**config.mk**
```make
export PLATFORM = sky130hd
export DESIGN_NAME = tmc_minute_div
export DESIGN_NICKNAME = d
export VERILOG_FILES = /design/src/rtl/tmc_pkg.sv /design/src/rtl/tmc_minute_div.sv
export SDC_FILE = /design/constraint.sdc
export NUM_CORES = 1
export LEC_CHECK = 0
export BUFFER_PORTS_ARGS = -buffer_cell sky130_fd_sc_hd__buf_2
export CORE_MARGIN = 2
export CORE_UTILIZATION = 50
export DETAILED_ROUTE_END_ITERATION = 10
export MAX_ROUTING_LAYER = met4
export PLACE_DENSITY = 0.67
export SETUP_SLACK_MARGIN = 0.3
export SYNTH_ARGS = -nofsm -noshare
export SYNTH_HDL_FRONTEND = slang
export SYNTH_SLANG_ARGS = --single-unit
export TNS_END_PERCENT = 50
```
**constraint.sdc**
```tcl
create_clock -name clk -period 12.4 [get_ports clk]
set_clock_uncertainty 0.1 [all_clocks]
set_input_delay 2.48 -clock clk [delete_from_list [all_inputs] [get_ports clk]]
set_output_delay 2.48 -clock clk [all_outputs]
set_load 0.005 [all_outputs]
```
**src/rtl/tmc_pkg.sv**
```systemverilog
// Shared types and constants for the one-minute candle builder.
package tmc_pkg;

  localparam int unsigned RING_MINUTES  = 60;
  localparam int unsigned SLOT_W        = (RING_MINUTES > 1) ? $clog2(RING_MINUTES) : 1;
  localparam int unsigned MINUTE_MS     = 60 * 1000;
  localparam int unsigned TIME_W        = 47;
  localparam int unsigned PRICE_W       = 32;
  localparam int unsigned QTY_W         = 32;
  localparam int unsigned MINUTE_W      = 32;
  localparam int unsigned VOL_W         = 48;

  typedef enum logic [1:0] {
    EV_SAME  = 2'd0,
    EV_ROLL  = 2'd1,
    EV_MERGE = 2'd2,
    EV_DROP  = 2'd3
  } event_t;

  typedef enum logic [1:0] {
    K_PASS = 2'd0,
    K_ROLL = 2'd1,
    K_LATE = 2'd2
  } tick_kind_t;

  typedef struct packed {
    logic [MINUTE_W-1:0] minute;
    logic [SLOT_W-1:0]   slot;
    logic [PRICE_W-1:0]  price;
    logic [QTY_W-1:0]    qty;
  } tick_t;

  typedef struct packed {
    logic [MINUTE_W-1:0] minute;
    logic [PRICE_W-1:0]  open;
    logic [PRICE_W-1:0]  high;
    logic [PRICE_W-1:0]  low;
    logic [PRICE_W-1:0]  close;
    logic [VOL_W-1:0]    volume;
  } bar_t;

endpackage

```
**src/rtl/tmc_minute_div.sv**
```systemverilog
// Pipelined division of the timestamp by one minute, with the ring slot of the quotient.
module tmc_minute_div import tmc_pkg::*; (
  input  logic                clk,
  input  logic                rst_n,
  input  logic                en,
  input  logic                in_valid,
  input  logic [TIME_W-1:0]   in_time_ms,
  input  logic [PRICE_W-1:0]  in_price,
  input  logic [QTY_W-1:0]    in_qty,
  output logic                out_valid,
  output tick_t               out_tick
);

  localparam int unsigned REM_W       = $clog2(MINUTE_MS);
  localparam int unsigned LOW_W       = MINUTE_W;
  localparam int unsigned STEPS       = 4;
  localparam int unsigned STAGES      = MINUTE_W / STEPS;
  localparam logic [REM_W:0]  DIVISOR = (REM_W + 1)'(MINUTE_MS);
  localparam logic [SLOT_W:0] RING_C  = (SLOT_W + 1)'(RING_MINUTES);

  typedef struct packed {
    logic [REM_W-1:0]    rem;
    logic [LOW_W-1:0]    low;
    logic [MINUTE_W-1:0] quo;
    logic [SLOT_W-1:0]   slot;
    logic [PRICE_W-1:0]  price;
    logic [QTY_W-1:0]    qty;
  } div_st_t;

  function automatic div_st_t div_steps(input div_st_t s);
    div_st_t           r;
    logic [REM_W:0]    t;
    logic [SLOT_W:0]   m;
    logic              ge;
    r = s;
    for (int i = 0; i < STEPS; i++) begin
      t     = {r.rem, r.low[LOW_W-1]};
      r.low = {r.low[LOW_W-2:0], 1'b0};
      ge    = (t >= DIVISOR);
      r.rem = ge ? REM_W'(t - DIVISOR) : t[REM_W-1:0];
      r.quo = {r.quo[MINUTE_W-2:0], ge};
      m     = {r.slot, ge};
      r.slot = (m >= RING_C) ? SLOT_W'(m - RING_C) : m[SLOT_W-1:0];
    end
    return r;
  endfunction

  div_st_t st_r [STAGES];
  logic    v_r  [STAGES];
  div_st_t head;

  always_comb begin
    head       = '0;
    head.rem   = REM_W'(in_time_ms[TIME_W-1:LOW_W]);
    head.low   = in_time_ms[LOW_W-1:0];
    head.price = in_price;
    head.qty   = in_qty;
  end

  always_ff @(posedge clk) begin
    if (!rst_n) begin
      for (int k = 0; k < STAGES; k++) v_r[k] <= 1'b0;
    end else if (en) begin
      v_r[0] <= in_valid;
      for (int k = 1; k < STAGES; k++) v_r[k] <= v_r[k-1];
    end
  end

  always_ff @(posedge clk) begin
    if (en) begin
      st_r[0] <= div_steps(head);
      for (int k = 1; k < STAGES; k++) st_r[k] <= div_steps(st_r[k-1]);
    end
  end

  assign out_valid       = v_r[STAGES-1];
  assign out_tick.minute = st_r[STAGES-1].quo;
  assign out_tick.slot   = st_r[STAGES-1].slot;
  assign out_tick.price  = st_r[STAGES-1].price;
  assign out_tick.qty    = st_r[STAGES-1].qty;

endmodule

```
==> results of run 1 <==
==> worst max-delay path, delay by kind of cell (launching register included) <==
family / cells / cell delay, ns
muxes: 2 / 0.65
xor gates and xnor gates: 3 / 0.81
and+or+nand+nor: 7 / 1.53
DFF: 1 / 0.58
AOI/OAI and AO/OA: 13 / 3.79
adders and majority gates: 4 / 1.53
==> flip-flops by register name, summed over array words and instances (netlist names) <==
| name | cells |
|---|---|
| v_r | 8 |
| st_r | 901 |
==> final cells by class <==
cell class | count | area (um^2)
tap | 1176 | 1470
clock buffer | 111 | 2440
antenna | 4 | 10.0
clock inverter | 64 | 756
sequential | 909 | 27300
timing repair buffer | 231 | 1230
fill | 7430 | 40000
multi-input combinational | 2419 | 16600
inverter | 97 | 367
==> path summary, 6_finish.rpt <==
| check | slack (ns) | from | to |
|---|---|---|---|
| max | 3.10 | st_r[0][572]$_DFFE_PP_ | st_r[1][136]$_DFFE_PP_ |
| min | 0.27 | st_r[0][23]$_DFFE_PP_ | st_r[0][169]$_DFFE_PP_ |
| max reg2reg | 3.10 | st_r[0][572]$_DFFE_PP_ | st_r[1][136]$_DFFE_PP_ |
| min reg2reg | 0.27 | st_r[0][23]$_DFFE_PP_ | st_r[0][169]$_DFFE_PP_ |
==> metal layers <==
metal,track usage [%],share of wire (%),up-vias
li1,-,-,14200
met1,26.2,47,13800
met2,28.3,45,741
met3,3.57,5.9,138
met4,5.73,2.1,0
met5,-,0,-
==> through the flow <==
stage          utilization, %  instance area, um^2
2_1_floorplan               -                45600
3_3_place_gp             52.1                47000
3_5_place_dp             52.1                47000
4_1_cts                  55.6                50100
5_1_grt                  55.6                50200
6_report                 55.6                50200
==> cells in the final DEF (no fill, tap or decap), drive strengths merged, types with 57 or more instances in the layout <==
cell type | netlist | routed
a211oi | 57 | 57
xor2 | 97 | 97
edfxtp | 908 | 908
xnor2 | 217 | 217
o21ai | 184 | 184
mux2i | 68 | 68
buf | 152 | 231
a21oi | 192 | 192
inv | 96 | 99
nor3 | 94 | 94
ha | 58 | 58
nor2 | 241 | 241
nand3 | 77 | 77
clkbuf | 68 | 111
nand2 | 212 | 212
==> logic make-up (layout without fill, tap and decap cells) <==
logic type	count (synthesis)	after routing	synth area share [%]
AND/OR/NAND/NOR	994	994	11.3
AO/OA/AOI/OAI	931	931	14.6
flip-flops	909	909	59.9
buffers and inverters	317	503	3.68
XOR/XNOR	314	314	6.05
multiplexers	122	122	2.87
adder cells (fa/ha/maj)	58	58	1.59
other	0	4	0
==> cell usage after synthesis, drive strengths merged, types with 14 or more instances <==
| library cell | count | area share (%) |
|---|---|---|
| nor4 | 33 | 0.47 |
| nor3 | 94 | 1.1 |
| or2 | 26 | 0.36 |
| a21oi | 192 | 2.2 |
| a211oi | 57 | 1.0 |
| o21a | 34 | 0.56 |
| mux2 | 53 | 1.3 |
| mux2i | 68 | 1.5 |
| edfxtp | 908 | 60 |
| and2 | 45 | 0.62 |
| a21boi | 25 | 0.41 |
| o31a | 17 | 0.33 |
| nor3b | 25 | 0.41 |
| a311oi | 18 | 0.36 |
| nand3 | 77 | 0.85 |
| nand3b | 19 | 0.31 |
| xor2 | 97 | 1.9 |
| o31ai | 32 | 0.57 |
| a221oi | 14 | 0.28 |
| a21o | 32 | 0.53 |
| a2111oi | 22 | 0.50 |
| nand4 | 23 | 0.32 |
| xnor2 | 217 | 4.2 |
| nand2b | 43 | 0.59 |
| a211o | 19 | 0.37 |
| clkbuf | 68 | 0.56 |
| and3 | 32 | 0.44 |
| buf | 152 | 2.3 |
| inv | 96 | 0.80 |
| nand2 | 212 | 1.8 |
| or4 | 16 | 0.28 |
| o22ai | 26 | 0.37 |
| ha | 58 | 1.6 |
| nor2 | 241 | 2.1 |
| o21ai | 184 | 2.1 |
| o211ai | 45 | 0.75 |
| a31oi | 52 | 0.76 |
| nor2b | 39 | 0.54 |
| or3 | 27 | 0.37 |
==> impl_metrics.ini, run 1 <==
[status]
run_status = completed

[setup_path]
cpMostUsedCell = ha_1
max_stage_delay_ns = 0.58
cp_data_arrival_time_ns = 9.59
crit_type = register to register
endpoint_kind = register
cp_data_required_time_ns = 12.69
cp-start-kind = register
critPathSlowestCell = edfxtp_1
ff2ff_path_depth = 29
cp_max_fo = 15

[finish]
drive_gt1_share_pct = 14.4
area_growth_pct = 10.1
final_nets = 3925
stdcell_count = 5011

[routing]
initialDrtViolationCount = 2368
ant_nets = 0
via_count = 28800
drt-total-wl_um = 87700
first_pass_iters = 6
wire_per_inst_um = 17.5
drc = 0
viasPerCell = 5.75

[logic_synthesis]
ys_seq_area_share_pct = 59.9
syn_area_per_cell_um2 = 12.5
synth_cells = 3645
ys_types = 133
synth_edf_count = 908
ys_warn_count = 0
syn-num-nets = 3818
synthFlopType = edfxtp_1
syn_area_mm2 = 0.0456
synth-seq-cells = 909
async_reset_ff_share_pct = 0

[cts]
cts_max_level = 3
clk_pin_slew_worst_paths_ns = 0.06
cts_setup_buffers = 0
cts_hold_buffers = 0
clockBufferDepth = 3
cts_resized = 0
cts_tree = built
root_buffer = clkbuf_16
numCtsBuffers = 94
cts.sinks = 909
clkLatencyLatePin_ns = 0.69

[die]
die_h_um = 306
pin_count = 218
start_util_pct = 50.5
core_mm2 = 0.0901
die-area_mm2 = 0.0936
row_count = 110
die_x_um = 306

[timing]
drv_slew = 0
hold_violations = 0
period_share_pct = 75.0
fin_crit_ns = 9.30
grt_setup_unrepaired = no
holdWs_ns = 0.265
relSlewSlack_pct = 24.2
fin_setup_tns_ns = 0
setup_viol = 0
finalWorstSetupSlack_ns = 3.10
fmax_mhz = 107
tightest_slew_ns = 1.13

[placement]
hpwl_um = 60300
gp_congestion = 0.899
dp.cells = 4832
dp_slack_ns = 2.47
io_buffers = 216

[global_routing]
grt_max_degree = 189
antenna_found_initial = 6
groute.usage.overall_pct = 18.9
grt_overflow = 0
grt_pass1_wl_um = 140000
grt_pass1_vias = 26600

[hold_path]
hp-class = register to register
worst_hold_path.num_cells = 0

[job]
max_cap_viol_count = 0
Power of run 1 is left out: the tool's default activity adds up to more than one toggle a clock period on the data nets, which glitch-free logic cannot reach.
==> inputs of run 2 (changes only) <==
PLACE_DENSITY = 0.7   (was 0.67)
clock period = 8.3 ns   (was 12.4 ns; I/O delays follow)
==> impl_metrics.ini, run 2 (synthesis gave the netlist of run 1 again) <==
[setup_path]
r2r_slack_ns = 0.77
endpoint_kind = register
max_stage_delay_ns = 0.59
cp_data_arrival_time_ns = 7.81
critPathSlowestCell = or4_1
rr_endpoint = st_r[1][136]$_DFFE_PP_
cp_data_required_time_ns = 8.58
worstReg2RegStart = st_r[0][579]$_DFFE_PP_
ff2ff_path_depth = 28
cp-start-kind = register
crit_type = register to register
cp_max_fo = 12

[cts]
clockBufferDepth = 3
clkLatencyLatePin_ns = 0.68
numCtsBuffers = 94
cts_max_level = 3
clk_pin_slew_worst_paths_ns = 0.06
root_buffer = clkbuf_16
cts.sinks = 909
cts_tree = built

[placement]
hpwl_um = 62600
dp_slack_ns = 0.529
io_buffers = 216
gp_congestion = 0.931

[hold_path]
worst_hold_path.num_cells = 0
hold_path_end = st_r[1][514]$_DFFE_PP_
hold_start = st_r[1][364]$_DFFE_PP_
hp-class = register to register

[finish]
layout_commonest_cell = edfxtp_1
top_register = st_r
area_growth_pct = 11.2
most-common-layout-cells = 908 x edfxtp_1, 233 x nor2_1, 216 x xnor2_1
largest_reg_flops = 901
drive_gt1_share_pct = 16.1
num_antenna_cells = 0
final_nets = 3999
top_regs = st_r: 901 flops, v_r: 8 flops

[timing]
fin_setup_tns_ns = 0
relSlewSlack_pct = 21.7
fin_crit_ns = 7.53
finalWorstSetupSlack_ns = 0.774
grt_setup_unrepaired = yes
drv_slew = 0
period_share_pct = 90.7
fmax_mhz = 133
setup_viol = 0
hold_violations = 0
tightest_slew_ns = 1.15

[global_routing]
antenna_found_initial = 2
groute.usage.overall_pct = 19.4
grt_max_degree = 186
grt_pass1_vias = 27100
grt_pass1_wl_um = 143000
grt_overflow = 0

[die]
pin_count = 218
start_util_pct = 50.5
die_h_um = 306
die-area_mm2 = 0.0936
row_count = 110
core_mm2 = 0.0901
die_x_um = 306

[routing]
first_pass_iters = 5
drt-total-wl_um = 89300
wire_per_inst_um = 17.6
initialDrtViolationCount = 2394
ant_nets = 0
drc = 0
viasPerCell = 5.75
via_count = 29100

[job]
max_cap_viol_count = 0

[status]
run_status = completed
==> run 2: cell types whose count changed in the layout (fill, tap and decap cells not counted), moves of 2 or more <==
| cell | previous run | this run |
|---|---|---|
| nor4_2 | 1 | 3 |
| diode_2 | 4 | 0 |
| clkinv_4 | 4 | 2 |
| nor4_1 | 32 | 30 |
| clkbuf_1 | 16 | 13 |
| inv_6 | 2 | 4 |
| clkinv_1 | 19 | 17 |
| buf_4 | 13 | 86 |
==> run 2: metrics by stage <==
step	utilization [%]	hold slack (ns)	std cells	instance area [um^2]
after floorplan	-	0.300	3645	45600
after global placement	52.7	0.300	4904	47500
after detailed placement	52.7	0.305	4904	47500
after CTS	56.2	0.265	5071	50600
after global routing	56.2	0.275	5073	50700
final	56.2	0.274	5073	50700
==> run 2: repair_timing <==
item                       CTS  global route
setup endpoints to repair    0            20
resized for setup            0             5
buffers inserted             0             2
hold buffers                 0             0
==> run 2: area by class of cell <==
| type | instances | area (um^2) |
|---|---|---|
| clock buffer | 107 | 2400 |
| inverter | 97 | 367 |
| fill | 7324 | 39500 |
| clock inverter | 60 | 732 |
| sequential | 909 | 27300 |
| timing repair buffer | 305 | 1800 |
| multi-input combinational | 2419 | 16600 |
| tap | 1176 | 1470 |
==> run 2: worst max path at each step <==
stage / from / to
after floorplan: in_time_ms[38] / st_r[0][136]$_DFFE_PP_
after global placement: in_time_ms[36] / st_r[0][144]$_DFFE_PP_
after detailed placement: in_time_ms[36] / st_r[0][144]$_DFFE_PP_
after CTS: st_r[0][575]$_DFFE_PP_ / st_r[1][136]$_DFFE_PP_
after global routing: st_r[0][134]$_DFFE_PP_ / st_r[0][282]$_DFFE_PP_
final: st_r[0][579]$_DFFE_PP_ / st_r[1][136]$_DFFE_PP_
==> run 2: critical path, delay by kind of cell (launching register included) <==
kind                       cells  cell delay [ns]
AOI/OAI and AO/OA             12             3.12
and+or+nand+nor                8             1.56
xor gates and xnor gates       3             0.73
adders and majority gates      3             0.73
DFF                            1             0.56
muxes                          2             0.43
==> run 2: per-layer routing <==
| metal | share of wire, % | routed length, um | track usage [%] | up-vias |
|---|---|---|---|---|
| met3 | 5.4 | 4840 | 2.74 | 152 |
| li1 | - | - | - | 14300 |
| met4 | 2.3 | 2040 | 5.85 | 0 |
| met2 | 46 | 40700 | 29.7 | 757 |
| met1 | 47 | 41800 | 27.1 | 13900 |
| met5 | 0 | 0 | - | - |
Power of run 2 is left out for the same reason.
==> inputs of run 3 (changes only) <==
CORE_MARGIN = not set   (was 2)
==> impl_metrics.ini, run 3 (synthesis gave the netlist of run 1 again) <==
[global_routing]
grt_max_degree = 165
grt_overflow = 0
antenna_found_initial = 1
grt_pass1_vias = 27500
groute.usage.overall_pct = 19.5
grt_pass1_wl_um = 143000

[placement]
gp_congestion = 0.915
dp.cells = 4908
io_buffers = 216
hpwl_um = 62400

[routing]
drt-total-wl_um = 89100
initialDrtViolationCount = 2252
first_pass_iters = 5
via_count = 29200
wire_per_inst_um = 17.5
drc = 0
ant_nets = 0
viasPerCell = 5.74

[status]
run_status = completed

[finish]
final_nets = 4000
top_regs = st_r: 901 flops, v_r: 8 flops
multi_input_area_mm2 = 0.0166
stdcell_count = 5078
drive_gt1_share_pct = 16.0
largest_reg_flops = 901
layout_commonest_cell = edfxtp_1
most-common-layout-cells = 908 x edfxtp_1, 233 x nor2_1, 216 x xnor2_1
fillers = 7380
area_growth_pct = 11.2
seq_area_mm2 = 0.0273
top_register = st_r

[timing]
grt_setup_unrepaired = no
tightest_slew_ns = 1.12
period_share_pct = 91.1
holdWs_ns = 0.271
drv_slew = 0
setup_viol = 0
hold_violations = 0
fin_crit_ns = 7.56
fin_setup_tns_ns = 0
fmax_mhz = 132
relSlewSlack_pct = 23.6

[die]
start_util_pct = 50.5
die_x_um = 304
die_h_um = 304
pin_count = 218
die-area_mm2 = 0.0923
core_mm2 = 0.0901
row_count = 110

[setup_path]
cp-start-kind = register
r2r_slack_ns = 0.74
cp_data_arrival_time_ns = 7.87
crit_type = register to register
endpoint_kind = register
cp_data_required_time_ns = 8.61
cp_max_fo = 12

[cts]
root_buffer = clkbuf_16
numCtsBuffers = 92
clkLatencyLatePin_ns = 0.68
clk_pin_slew_worst_paths_ns = 0.06
clockBufferDepth = 3
cts_hold_buffers = 0
cts_max_level = 3
cts_tree = built
cts.sinks = 909

[job]
max_cap_viol_count = 0

[hold_path]
hp-class = register to register
[run 3: cell count changes in the layout (fill, tap and decap cells not counted), sizes merged]
cell	before	now
inv	100	101
diode	0	1
clkinv	39	45
buf	305	308
clkinvlp	7	3
bufinv	11	9
[run 3: metrics by stage]
stage	utilization, %	setup WS (ns)	cell area, um^2
final	56.2	0.735	50700
after global routing	56.2	0.296	50700
after CTS	56.1	0.635	50600
after detailed placement	52.8	0.531	47600
after global placement	52.8	0.570	47600
after floorplan	-	0.453	45600
[run 3: layer usage]
| metal | global-route usage (%) | vias to the layer above | share of wire [%] |
|---|---|---|---|
| met1 | 26.5 | 14000 | 47 |
| met3 | 3.09 | 144 | 4.9 |
| met2 | 29.9 | 698 | 46 |
| met5 | - | - | 0 |
| li1 | - | 14400 | - |
| met4 | 6.74 | 0 | 2.6 |
[run 3: worst max-delay path, cell delays in order (launching register included)]
cell and delay (ns):
edfxtp_1 0.52, nor4_2 0.47, nand4_1 0.32, a21oi_4 0.42
nor2_4 0.08, xnor2_1 0.36, ha_1 0.33, inv_1 0.08
a21oi_1 0.28, a21o_1 0.38, o21ai_2 0.12, xnor2_1 0.18
ha_1 0.25, a211oi_1 0.30, o221ai_1 0.17, mux2i_1 0.32
o211ai_1 0.22, o22ai_2 0.43, xnor2_1 0.21, ha_1 0.26
o32ai_1 0.55, a2111oi_0 0.14, a211oi_1 0.25, buf_4 0.23
mux2_2 0.34
[run 3: layout make-up]
class / count / share of cell area, %
antenna: 1 / 0.00494
clock buffer: 107 / 4.66
clock inverter: 61 / 1.37
inverter: 97 / 0.724
multi-input combinational: 2419 / 32.8
sequential: 909 / 53.9
tap: 1176 / 2.90
timing repair buffer: 308 / 3.64
[run 3: worst paths after layout]
kind / start / endpoint / cells after the start
setup reg to reg: st_r[0][423]$_DFFE_PP_ / st_r[0][574]$_DFFE_PP_ / 24
setup / recovery: st_r[0][423]$_DFFE_PP_ / st_r[0][574]$_DFFE_PP_ / 24
hold reg to reg: st_r[1][364]$_DFFE_PP_ / st_r[1][514]$_DFFE_PP_ / 0
hold / removal: st_r[1][364]$_DFFE_PP_ / st_r[1][514]$_DFFE_PP_ / 0
[run 3: what timing repair did]
action,CTS,global route
endpoints found under the setup margin,0,20
gates resized for setup,0,5
buffers inserted,0,1
Power of run 3 is left out for the same reason.
